## src/sv/skf_pkg.sv

```systemverilog
// Shared types, constants and the control-store program of the scalar Kalman filter.
package skf_pkg;

	localparam int STEP_W = 4;
	localparam int OP_W   = 4;
	localparam int ADDR_W = 3;
	localparam int CNT_W  = 5;

	typedef logic [STEP_W-1:0] step_t;
	typedef logic [OP_W-1:0]   op_t;

	// datapath operations
	localparam op_t OP_NOP    = 4'd0;
	localparam op_t OP_LOAD   = 4'd1;
	localparam op_t OP_PRIOR  = 4'd2;
	localparam op_t OP_SETUP  = 4'd3;
	localparam op_t OP_DIV    = 4'd4;
	localparam op_t OP_KFIX   = 4'd5;
	localparam op_t OP_MULLO  = 4'd6;
	localparam op_t OP_MULHI  = 4'd7;
	localparam op_t OP_MULCOV = 4'd8;
	localparam op_t OP_WRITE  = 4'd9;
	localparam op_t OP_BAD    = 4'd10;

	// hold conditions
	localparam logic [1:0] W_NONE = 2'd0;
	localparam logic [1:0] W_IN   = 2'd1;
	localparam logic [1:0] W_OUT  = 2'd2;

	// jump conditions
	localparam logic [1:0] J_NEXT   = 2'd0;
	localparam logic [1:0] J_ALWAYS = 2'd1;
	localparam logic [1:0] J_BADCH  = 2'd2;
	localparam logic [1:0] J_LOOP   = 2'd3;

	// program steps
	localparam step_t ST_LOAD   = 4'd0;
	localparam step_t ST_PRIOR  = 4'd1;
	localparam step_t ST_SETUP  = 4'd2;
	localparam step_t ST_DIV    = 4'd3;
	localparam step_t ST_KFIX   = 4'd4;
	localparam step_t ST_MULLO  = 4'd5;
	localparam step_t ST_MULHI  = 4'd6;
	localparam step_t ST_MULCOV = 4'd7;
	localparam step_t ST_WRITE  = 4'd8;
	localparam step_t ST_BAD    = 4'd9;

	// register map
	localparam logic REG_Q = 1'b0;
	localparam logic REG_R = 1'b1;
	localparam logic [31:0] Q_RESET = 32'd335544;
	localparam logic [31:0] R_RESET = 32'd100663296;

	localparam logic [24:0]      ONE_Q24  = 25'h1000000;
	localparam logic [23:0]      HALF_Q24 = 24'h800000;
	localparam logic [CNT_W-1:0] DIV_LAST = 5'd24;

	typedef struct packed {
		op_t        op;
		logic [1:0] wt;
		logic [1:0] jc;
		step_t      target;
	} uword_t;

	typedef struct packed {
		op_t  op;
		logic ready;
	} ctl_t;

	typedef struct packed {
		logic out_busy;
		logic bad_ch;
		logic loop;
	} dp_stat_t;

	typedef struct packed {
		logic     in_valid;
		dp_stat_t dp;
	} stat_t;

	function automatic uword_t ucode(step_t s);
		uword_t w;
		w = '{op: OP_NOP, wt: W_NONE, jc: J_ALWAYS, target: ST_LOAD};
		unique case (s)
			ST_LOAD:   w = '{op: OP_LOAD,   wt: W_IN,   jc: J_NEXT,   target: ST_LOAD};
			ST_PRIOR:  w = '{op: OP_PRIOR,  wt: W_NONE, jc: J_BADCH,  target: ST_BAD};
			ST_SETUP:  w = '{op: OP_SETUP,  wt: W_NONE, jc: J_NEXT,   target: ST_LOAD};
			ST_DIV:    w = '{op: OP_DIV,    wt: W_NONE, jc: J_LOOP,   target: ST_DIV};
			ST_KFIX:   w = '{op: OP_KFIX,   wt: W_NONE, jc: J_NEXT,   target: ST_LOAD};
			ST_MULLO:  w = '{op: OP_MULLO,  wt: W_NONE, jc: J_NEXT,   target: ST_LOAD};
			ST_MULHI:  w = '{op: OP_MULHI,  wt: W_NONE, jc: J_NEXT,   target: ST_LOAD};
			ST_MULCOV: w = '{op: OP_MULCOV, wt: W_NONE, jc: J_NEXT,   target: ST_LOAD};
			ST_WRITE:  w = '{op: OP_WRITE,  wt: W_OUT,  jc: J_ALWAYS, target: ST_LOAD};
			ST_BAD:    w = '{op: OP_BAD,    wt: W_OUT,  jc: J_ALWAYS, target: ST_LOAD};
			default:   w = '{op: OP_NOP,    wt: W_NONE, jc: J_ALWAYS, target: ST_LOAD};
		endcase
		return w;
	endfunction

endpackage

```

## src/sv/skf_seq.sv

```systemverilog
// Microcode sequencer: step counter, control store, hold and jump logic.
module skf_seq import skf_pkg::*; (
	input  logic  clk,
	input  logic  arst_n,
	input  stat_t stat,
	output ctl_t  ctl
);

	step_t  step_q;
	step_t  step_nxt;
	uword_t uw;
	logic   hold;
	logic   take;

	assign uw = ucode(step_q);

	always_comb begin
		unique case (uw.wt)
			W_IN:    hold = !stat.in_valid;
			W_OUT:   hold = stat.dp.out_busy;
			default: hold = 1'b0;
		endcase
	end

	always_comb begin
		unique case (uw.jc)
			J_ALWAYS: take = 1'b1;
			J_BADCH:  take = stat.dp.bad_ch;
			J_LOOP:   take = stat.dp.loop;
			default:  take = 1'b0;
		endcase
	end

	always_comb begin
		if (hold) begin
			step_nxt = step_q;
		end else if (take) begin
			step_nxt = uw.target;
		end else begin
			step_nxt = step_q + step_t'(1);
		end
	end

	always_ff @(posedge clk or negedge arst_n) begin
		if (!arst_n) begin
			step_q <= ST_LOAD;
		end else begin
			step_q <= step_nxt;
		end
	end

	assign ctl.op    = hold ? OP_NOP : uw.op;
	assign ctl.ready = (step_q == ST_LOAD);

endmodule

```

## src/sv/skf_dp.sv

```systemverilog
// Filter datapath: per-channel state, restoring divider, shared multiplier, result register.
module skf_dp import skf_pkg::*; #(
	parameter int CHANNELS = 3
) (
	input  logic               clk,
	input  logic               arst_n,
	input  ctl_t               ctl,
	input  logic signed [15:0] sample,
	input  logic [1:0]         channel,
	input  logic [31:0]        q_noise,
	input  logic [31:0]        r_noise,
	input  logic               out_stall,
	output logic signed [31:0] estimate,
	output logic [1:0]         axis,
	output logic               out_valid,
	output dp_stat_t           stat
);

	localparam int IDX_W = (CHANNELS > 1) ? $clog2(CHANNELS) : 1;

	logic [31:0] est_q [CHANNELS];
	logic [31:0] cov_q [CHANNELS];

	logic [15:0]      smp_q;
	logic [1:0]       ch_q;
	logic [31:0]      pm_q;
	logic [31:0]      x_q;
	logic [32:0]      denom_q;
	logic [32:0]      rem_q;
	logic [24:0]      nb_q;
	logic [24:0]      quo_q;
	logic [CNT_W-1:0] cnt_q;
	logic [32:0]      d_q;
	logic [32:0]      mag_q;
	logic             neg_q;
	logic [24:0]      k_q;
	logic [56:0]      prod_q;
	logic [57:0]      acc_q;
	logic [31:0]      out_est_q;
	logic [1:0]       out_axis_q;
	logic             out_valid_q;

	logic [IDX_W-1:0] idx;
	logic             bad_ch;
	logic [31:0]      cov_sel;
	logic [31:0]      est_sel;
	logic [32:0]      pm_sum;
	logic [33:0]      cand;
	logic [33:0]      diff;
	logic             ge;
	logic [31:0]      mul_a;
	logic [24:0]      mul_b;
	logic [56:0]      mul_p;
	logic [57:0]      acc_rnd;
	logic [33:0]      t_mag;
	logic [33:0]      x_ext;
	logic [33:0]      x_new;
	logic [56:0]      prod_rnd;
	logic [31:0]      p_new;
	logic             out_take;

	assign idx     = IDX_W'(ch_q);
	assign bad_ch  = (32'(ch_q) >= CHANNELS);
	assign cov_sel = bad_ch ? '0 : cov_q[idx];
	assign est_sel = bad_ch ? '0 : est_q[idx];
	assign pm_sum  = {1'b0, cov_sel} + {1'b0, q_noise};

	assign cand = {rem_q, nb_q[24]};
	assign diff = cand - {1'b0, denom_q};
	assign ge   = (cand >= {1'b0, denom_q});

	always_comb begin
		case (ctl.op)
			OP_MULLO: begin
				mul_a = {15'b0, mag_q[16:0]};
				mul_b = k_q;
			end
			OP_MULHI: begin
				mul_a = {16'b0, mag_q[32:17]};
				mul_b = k_q;
			end
			OP_MULCOV: begin
				mul_a = pm_q;
				mul_b = ONE_Q24 - k_q;
			end
			default: begin
				mul_a = '0;
				mul_b = '0;
			end
		endcase
	end

	assign mul_p = {25'b0, mul_a} * {32'b0, mul_b};

	assign acc_rnd  = acc_q + {34'b0, HALF_Q24};
	assign t_mag    = acc_rnd[57:24];
	assign x_ext    = {{2{x_q[31]}}, x_q};
	assign x_new    = neg_q ? (x_ext - t_mag) : (x_ext + t_mag);
	assign prod_rnd = prod_q + {33'b0, HALF_Q24};
	assign p_new    = prod_rnd[55:24];

	assign out_take = out_valid_q && !out_stall;

	always_ff @(posedge clk or negedge arst_n) begin
		if (!arst_n) begin
			for (int i = 0; i < CHANNELS; i++) begin
				est_q[i] <= '0;
				cov_q[i] <= '0;
			end
			cnt_q       <= '0;
			out_valid_q <= 1'b0;
		end else begin
			if (ctl.op == OP_SETUP) begin
				cnt_q <= DIV_LAST;
			end else if (ctl.op == OP_DIV) begin
				cnt_q <= cnt_q - CNT_W'(1);
			end
			if (ctl.op == OP_WRITE) begin
				est_q[idx] <= x_new[31:0];
				cov_q[idx] <= p_new;
			end
			if (ctl.op == OP_WRITE || ctl.op == OP_BAD) begin
				out_valid_q <= 1'b1;
			end else if (out_take) begin
				out_valid_q <= 1'b0;
			end
		end
	end

	always_ff @(posedge clk) begin
		case (ctl.op)
			OP_LOAD: begin
				smp_q <= sample;
				ch_q  <= channel;
			end
			OP_PRIOR: begin
				pm_q <= pm_sum[32] ? '1 : pm_sum[31:0];
				x_q  <= est_sel;
			end
			OP_SETUP: begin
				denom_q <= {1'b0, pm_q} + {1'b0, r_noise};
				rem_q   <= {2'b0, pm_q[31:1]};
				nb_q    <= {pm_q[0], 24'b0};
				quo_q   <= '0;
				d_q     <= {smp_q[15], smp_q, 16'b0} - {x_q[31], x_q};
			end
			OP_DIV: begin
				rem_q <= ge ? diff[32:0] : cand[32:0];
				quo_q <= {quo_q[23:0], ge};
				nb_q  <= {nb_q[23:0], 1'b0};
			end
			OP_KFIX: begin
				k_q   <= (denom_q == '0) ? '0 : quo_q;
				mag_q <= d_q[32] ? (~d_q + 33'd1) : d_q;
				neg_q <= d_q[32];
			end
			OP_MULLO: begin
				prod_q <= mul_p;
			end
			OP_MULHI: begin
				acc_q  <= {1'b0, prod_q};
				prod_q <= mul_p;
			end
			OP_MULCOV: begin
				acc_q  <= acc_q + {prod_q[40:0], 17'b0};
				prod_q <= mul_p;
			end
			OP_WRITE: begin
				out_est_q  <= x_new[31:0];
				out_axis_q <= ch_q;
			end
			OP_BAD: begin
				out_est_q  <= '0;
				out_axis_q <= ch_q;
			end
			default: begin
			end
		endcase
	end

	assign estimate      = out_est_q;
	assign axis          = out_axis_q;
	assign out_valid     = out_valid_q;
	assign stat.out_busy = out_valid_q && out_stall;
	assign stat.bad_ch   = bad_ch;
	assign stat.loop     = (cnt_q != '0);

endmodule

```

## src/sv/scalar_kalman_filter.sv

```systemverilog
// Top level of the scalar Kalman filter bank: APB registers, sequencer and datapath.
// Transactions are processed one at a time: a new input is not taken until the previous one is written out.
// The gain divider produces its quotient in 25 one-bit steps.
// An unused channel goes from the prior step straight to the result step.
// A finished result waits in the output register while the next transaction is taken.
// Reset clears all channel estimates and covariances and loads Q and R defaults.
module scalar_kalman_filter import skf_pkg::*; #(
	parameter int CHANNELS = 3
) (
	input  logic               clk,
	input  logic               arst_n,
	input  logic               in_valid,
	output logic               in_stall,
	input  logic signed [15:0] sample,
	input  logic [1:0]         channel,
	output logic               out_valid,
	input  logic               out_stall,
	output logic signed [31:0] estimate,
	output logic [1:0]         axis,
	input  logic               psel,
	input  logic               penable,
	input  logic               pwrite,
	input  logic [ADDR_W-1:0]  paddr,
	input  logic [31:0]        pwdata,
	output logic [31:0]        prdata,
	output logic               pready
);

	logic [31:0] q_noise_q;
	logic [31:0] r_noise_q;
	logic        reg_wr;
	ctl_t        ctl;
	dp_stat_t    dp_stat;
	stat_t       stat;

	assign pready = 1'b1;
	assign reg_wr = psel && penable && pwrite && pready;

	always_ff @(posedge clk or negedge arst_n) begin
		if (!arst_n) begin
			q_noise_q <= Q_RESET;
			r_noise_q <= R_RESET;
		end else if (reg_wr) begin
			if (paddr[2] == REG_Q) begin
				q_noise_q <= pwdata;
			end else begin
				r_noise_q <= pwdata;
			end
		end
	end

	assign prdata = (paddr[2] == REG_R) ? r_noise_q : q_noise_q;

	assign stat.in_valid = in_valid;
	assign stat.dp       = dp_stat;
	assign in_stall      = !ctl.ready;

	skf_seq u_seq (
		.clk    (clk),
		.arst_n (arst_n),
		.stat   (stat),
		.ctl    (ctl)
	);

	skf_dp #(
		.CHANNELS (CHANNELS)
	) u_dp (
		.clk       (clk),
		.arst_n    (arst_n),
		.ctl       (ctl),
		.sample    (sample),
		.channel   (channel),
		.q_noise   (q_noise_q),
		.r_noise   (r_noise_q),
		.out_stall (out_stall),
		.estimate  (estimate),
		.axis      (axis),
		.out_valid (out_valid),
		.stat      (dp_stat)
	);

endmodule

```

## config.mk

```make
export PLATFORM = sky130hd
export DESIGN_NAME = scalar_kalman_filter
export DESIGN_NICKNAME = d
export VERILOG_FILES = /design/src/sv/skf_pkg.sv /design/src/sv/skf_seq.sv /design/src/sv/skf_dp.sv /design/src/sv/scalar_kalman_filter.sv
export SDC_FILE = /design/constraint.sdc
export NUM_CORES = 2
export LEC_CHECK = 0
export BUFFER_PORTS_ARGS = -buffer_cell sky130_fd_sc_hd__buf_4
export CORE_ASPECT_RATIO = 1.75
export CORE_MARGIN = 2
export CORE_UTILIZATION = 65
export DETAILED_ROUTE_END_ITERATION = 10
export GPL_ROUTABILITY_DRIVEN = 0
export PLACE_DENSITY = 0.91
export SETUP_SLACK_MARGIN = 0.3
export SLEW_MARGIN = 30
export SYNTH_ARGS = -nofsm -noshare
export SYNTH_HDL_FRONTEND = slang
export SYNTH_SLANG_ARGS = --single-unit
```

## constraint.sdc

```tcl
create_clock -name clk -period 15.8 [get_ports clk]
set_input_delay 1.58 -clock clk [delete_from_list [all_inputs] [get_ports clk]]
set_output_delay 1.58 -clock clk [all_outputs]
set_load 0.02 [all_outputs]
```

# Word-level counts from Yosys, hierarchy flattened

Memory sizes are Yosys's and may differ from the RTL's.
Cells that the tools add are included.

Add/sub/neg operators: 13
Equal/unequal tests: 15
Bitwise logic cells: 3
Muxes and demuxes: 30
Multiply operators: 1
$lt $le $gt $ge: 4
Reduce and logical (&&, ||, !) cells: 21

Operators by type and width:

| kind                   | count |
|---|---|
| $mux 32                | 9 |
| $bwmux 96              | 2 |
| $pmux 25 s2            | 3 |
| $bmux 32 s2            | 2 |
| $pmux 58 s2            | 1 |
| $add 56x24->56 const B | 2 |
| $pmux 32 s3            | 1 |
| $add 32x32->33         | 2 |
| $pmux 33 s2            | 1 |
| $demux 32 s2           | 1 |
| $pmux 32 s2            | 1 |
| $add 58x58->58         | 1 |
| $mul 32x25->57         | 1 |
| $ge 34x33->1           | 1 |
| $add 33x1->33 const B  | 1 |
| $logic_not 33->1       | 1 |
| $mux 33                | 1 |
| $not 33->33            | 1 |
| $sub 32x32->33         | 1 |
| $sub 33x33->33         | 1 |
| $add 32x32->32         | 1 |
| $sub 32x32->32         | 1 |
| $sub 25x25->25 const A | 1 |
| $eq 4x3->1 const B     | 4 |
| other kinds (26)       | 46 |

Memories: 1
Input port bits: 60
Flip-flop bits (word level): 705
Bits in read-only memories: 176
Logic and storage cells: 116
Output and inout bits: 69

Memories:

| name            | words | width | read ports | clocked after memory_dff | write ports | RTL line      | text |
|---|---|---|---|---|---|---|---|
| (no name shown) | 16    | 11    | 1          | 0                        | 0           | skf_pkg.sv:84 | `unique case (s)` |

# Depth between registers and ports, before layout

An unclocked memory read counts as a cell.

Depth in word-level cells: 8
Mapped depth: 38
Mapped depth without buffers: 35

# By module

A second synthesis with hierarchy kept.

Cell total of the unflattened synthesis: 6591
Area, all modules: 62690.1 um2

Modules (own cells, without submodules):

| module               | area each (um2) | times used | cells each |
|---|---|---|---|
| skf_dp               | 59360.7         | 1          | 6368 |
| scalar_kalman_filter | 2930.3          | 1          | 175 |
| skf_seq              | 399.1           | 1          | 48 |

# Worst setup path before layout

Ideal clock, no wire load.

Path type: input port to flip-flop
Start: input out_stall
End: register u_dp.prod_q[54] (data pin)
Path slack: 4177 ps
Data required time: 15536 ps
Data arrival time: 11359 ps
Stages on the path: 24
Cells stage by stage: nand4b_1 > nand2_1 > o21ai_0 > nand3_1 > o21ai_0 > nand2_1 > clkbuf_1 > nor2_1 > fa_1 > fa_1 > fa_1 > inv_1 > fa_1 > inv_1 > ha_1 > and4_1 > and3_1 > nand4_1 > and3_1 > a211oi_1 > a21oi_1 > o21ai_0 > a221oi_1 > xnor2_1

Cells in the longest elaborated chain, start to end: 7
Elaborated cells on any way between the ends: 10
Those cells by class: 1 x mul; 3 x eq/ne; 4 x mux; 2 x reduce/logical

RTL lines:

| item                      | RTL line                   | text |
|---|---|---|
| start: declaration        | scalar_kalman_filter.sv:17 | `input logic out_stall,` |
| $logic_and 1x1->1 (*)     | skf_dp.sv:184              | `assign stat.out_busy = out_valid_q && out_stall;` |
| $pmux 1 s2 (*)            | skf_seq.sv:18              | `unique case (uw.wt)` |
| $mux 4 (*)                | skf_seq.sv:52              | `assign ctl.op = hold ? OP_NOP : uw.op;` |
| $eq 4x3->1                | skf_dp.sv:73               | `case (ctl.op)` |
| $reduce_or 2->1 (no line) | -                          |  |
| $pmux 25 s2               | skf_dp.sv:73               |  |
| $mul 32x25->57 (*)        | skf_dp.sv:93               | `assign mul_p = {25'b0, mul_a} * {32'b0, mul_b};` |
| via u_dp.mul_p[54]        | skf_dp.sv:53               | `logic [56:0] mul_p;` |
| end signal: assignment    | skf_dp.sv:158              | `prod_q <= mul_p;` |
| end signal: assignment    | skf_dp.sv:162              | `prod_q <= mul_p;` |
| end signal: assignment    | skf_dp.sv:166              | `prod_q <= mul_p;` |
| end: declaration          | skf_dp.sv:37               | `logic [56:0] prod_q;` |

The timed path passes the listed nets; every way through them passes the cells marked *.
A chain may end at the register's enable or synchronous reset.

# Worst setup path after layout

Ends and elaborated chain as after synthesis.

==> impl_results.md <==
- CTS tree: built
- Crit-path slowest cell: a211oi_1
- Final min period: about 12 ns
- Crit-path max cell delay: between 0.8 and 0.9 ns
- Slew headroom: around 18%
- Htree depth: 2
- Final Instance Area: between 60,000 and 70,000 um^2
- Layout cells sized above 1: ~8.0%
- Final Max Tran Viols: 0
- Drt wl/cell: 26.0 um
- PortBufs: approximately 130
- Area grow syn2layout: 6.70%
- Root Driver: clkbuf_16
- Register bit total from synthesis: about 660
- Antenna violations before repair: 12
- Core Region: ~98,000 um^2
- Status: complete, but fails checks
- Min-Delay Path Class: register to register
- Register area: ~19,000 um^2
- WL final: 214,000 um
- Kind of critical path: input port to register
- Setup_tns: 0 ns
- GRT overflow: 0
- Largest net degree at the start of global routing: about 120
- Most frequent CP cell: fa_1
- Setup Fix Bufs, Post-CTS: 0
- DRT iter0 DRCs: 7,273
- Initial Utilization: around two thirds
- PostCTS Resize Cnt: 0
- FP Rows: about 150
- Peak VDD IR: 0.195 mV
- Chip height: roughly 420 um
- DRC: 3
- Post-synthesis instance area: about 64,000 um^2
- Max Buffers Root-to-Sink: 3
- Main synth FF type: edfxtp_1
- Ports: roughly 130
- Fmax: roughly 80 MHz
- # clock sinks: approximately 660
- RSZ-0062 raised after global routing: false
- Via count: between 50,000 and 60,000
- Multi-input gate area: 41,100 um^2
- Total CTS buffers: 57
- Final Cycle Share: 76.9%
- Final HPWL DP: approximately 150,000 um
- Data required time of the critical path: roughly 16 ns
- Dpl cell area: between 60,000 and 70,000 um^2
- DR pass1 iterations: 11
- Overall power: between 0.01 and 0.015 W
- Vias/cell: 6.75
- Max cap viols: 0
- NumNets Final: 7,981
- CP Capture Type: register
- Post-synth EDFFs: ~400
- CP Max Fanout: 37
- Die W: about 240 um
- Number of distinct library cells after synthesis: 106
- Worst-path clk slew: ~0.080 ns
- Vias in the first global route: around 58,000
- Total track usage: ~43%
- Fin util: between 60% and 70%
- ANT nets after route: 0
- Worst Path Arrival: ~13 ns
- Global-route wire length before repair: roughly 330,000 um
- Actual slew at the worst max-slew pin: 1.22 ns
- Syn Inst Count: roughly 6,900
- Syn Area/Cell: 9.33 um^2
- Fin. Hold Viols: 0
- Leakage: 30.8 nW
- Fin Hold WS: slightly below 0.5 ns
- Setup violators final: 0
- Ys Warns: 0
- Critical Path Source Type: input port
- Syn nets: 7,990
- Failing checks: design-rule violations
- Die Area: a little over 100,000 um^2
- Filler Cell Count: around 6,400
- Pwr Density: between 150 and 200 nW/um^2
- Hold-fix buffers, CTS: 0
- Worst-Skew Late Latency: 0.69 ns
- Asr flop ratio synth: slightly above 40%
- Max Clock Skew: 0.0732 ns
- Sequential share of the synthesized area: between 20% and 30%
state kept, by name, indices dropped and copies added (netlist names), 2 cells and up:
name	flops
q_noise_q	32
r_noise_q	32
u_dp.acc_q	39
u_dp.axis	2
u_dp.ch_q	2
u_dp.cnt_q	5
u_dp.cov_q	96
u_dp.d_q	33
u_dp.denom_q	33
u_dp.est_q	96
u_dp.estimate	32
u_dp.k_q	25
u_dp.mag_q	33
u_dp.pm_q	32
u_dp.prod_q	56
u_dp.quo_q	25
u_dp.rem_q	33
u_dp.smp_q	16
u_dp.x_q	32
u_seq.step_q	4
synthesized netlist by cell type, types with 51 or more instances:
cell / n / area (um^2)
nor2b_1: 65 / 407
nor2_1: 678 / 2540
buf_2: 51 / 255
mux2_2: 104 / 1170
o21ai_0: 432 / 2160
and2_1: 84 / 526
nand2_1: 951 / 3570
dfrtp_1: 254 / 6360
a21o_1: 100 / 751
and3_1: 67 / 419
mux2i_1: 82 / 821
fa_1: 691 / 13800
nand3_1: 94 / 470
edfxtp_1: 395 / 11900
a21oi_1: 230 / 1150
inv_1: 870 / 3270
clkbuf_1: 208 / 781
nor3_1: 95 / 475
xor2_1: 107 / 937
xnor2_1: 214 / 1870
ha_1: 383 / 4790
kinds of logic (layout without fill, tap and decap cells):
| logic type | after synthesis | after routing | synth area share [%] |
|---|---|---|---|
| simple gates | 2262 | 2262 | 15.7 |
| compound gates | 1182 | 1182 | 11.5 |
| buf+inv | 1169 | 1209 | 7.17 |
| fa+ha+maj | 1074 | 1074 | 29.1 |
| flops | 661 | 661 | 29.0 |
| xor+xnor | 321 | 321 | 4.39 |
| mux | 186 | 186 | 3.11 |
| other cells | 1 | 9 | 0.00586 |
through the flow:
| step | setup slack [ns] | cells |
|---|---|---|
| after floorplan | 4.18 | 6856 |
| after global placement | 3.67 | 8093 |
| after detailed placement | 3.78 | 8094 |
| after CTS | 4.37 | 8202 |
| after global routing | 3.51 | 8206 |
| final | 3.66 | 8213 |
cell usage in the layout, fill, tap and decap left out, types with 48 or more instances in the layout:
master and n:
nand2_1 944, inv_1 868, fa_1 691, nor2_1 676, o21ai_0 429, edfxtp_1 395, ha_1 383, dfrtp_1 254
a21oi_1 227, buf_4 222, xnor2_1 214, xor2_1 107, mux2_2 104, a21o_1 100, nand3_1 94, nor3_1 92
mux2i_1 82, and2_1 76, and3_1 65, nor2b_1 64, clkbuf_16 59, o21a_1 48
worst max-delay path, delay by kind of cell:
family                     cells  cell delay, ns
AOI/OAI and AO/OA              7            3.34
adders and majority gates      8            4.04
buffers and inverters          8            1.34
xor gates and xnor gates       1            0.18
and+or+nand+nor                8            2.07
power breakdown:
group / total, W / internal, W / switching (W)
Clock: 0.00146 / 0.000752 / 0.000706
Sequential: 0.00372 / 0.00293 / 0.000791
Combinational: 0.00742 / 0.00251 / 0.00491
worst paths after layout:
| kind | startpoint | end | slack [ns] | depth (start not counted) |
|---|---|---|---|---|
| max | out_stall | u_dp.prod_q[54]$_DFFE_PP_ | 3.66 | 32 |
| min | u_dp.est_q[7]$_DFFE_PN0P_ | u_dp.est_q[7]$_DFFE_PN0P_ | 0.48 | 2 |
| max reg2reg | u_seq.step_q[0]$_DFFE_PN0N_ | u_dp.prod_q[54]$_DFFE_PP_ | 3.82 | 33 |
| min reg2reg | u_dp.est_q[7]$_DFFE_PN0P_ | u_dp.est_q[7]$_DFFE_PN0P_ | 0.48 | 2 |
| max in group asynchronous | arst_n | u_dp.est_q[72]$_DFFE_PN0P_ | 12.87 | 4 |
| min in group asynchronous | arst_n | r_noise_q[10]$_DFFE_PN0P_ | 0.83 | 1 |
per-layer routing:
layer	routed length, um	share of wire (%)	track usage [%]
met1	60700	28	43.9
met2	96000	45	67.0
met3	28300	13	17.1
met4	28600	13	43.1
met5	153	0.072	0.845
final cells by class:
cell class / count / share of cell area (%)
multi-input combinational: 5026 / 60.2
sequential: 661 / 27.1
inverter: 871 / 4.79
timing repair buffer: 230 / 2.61
tap: 1309 / 2.40
clock buffer: 78 / 2.38
clock inverter: 30 / 0.414
antenna: 8 / 0.0293
Power figures use the tool's default switching activity.
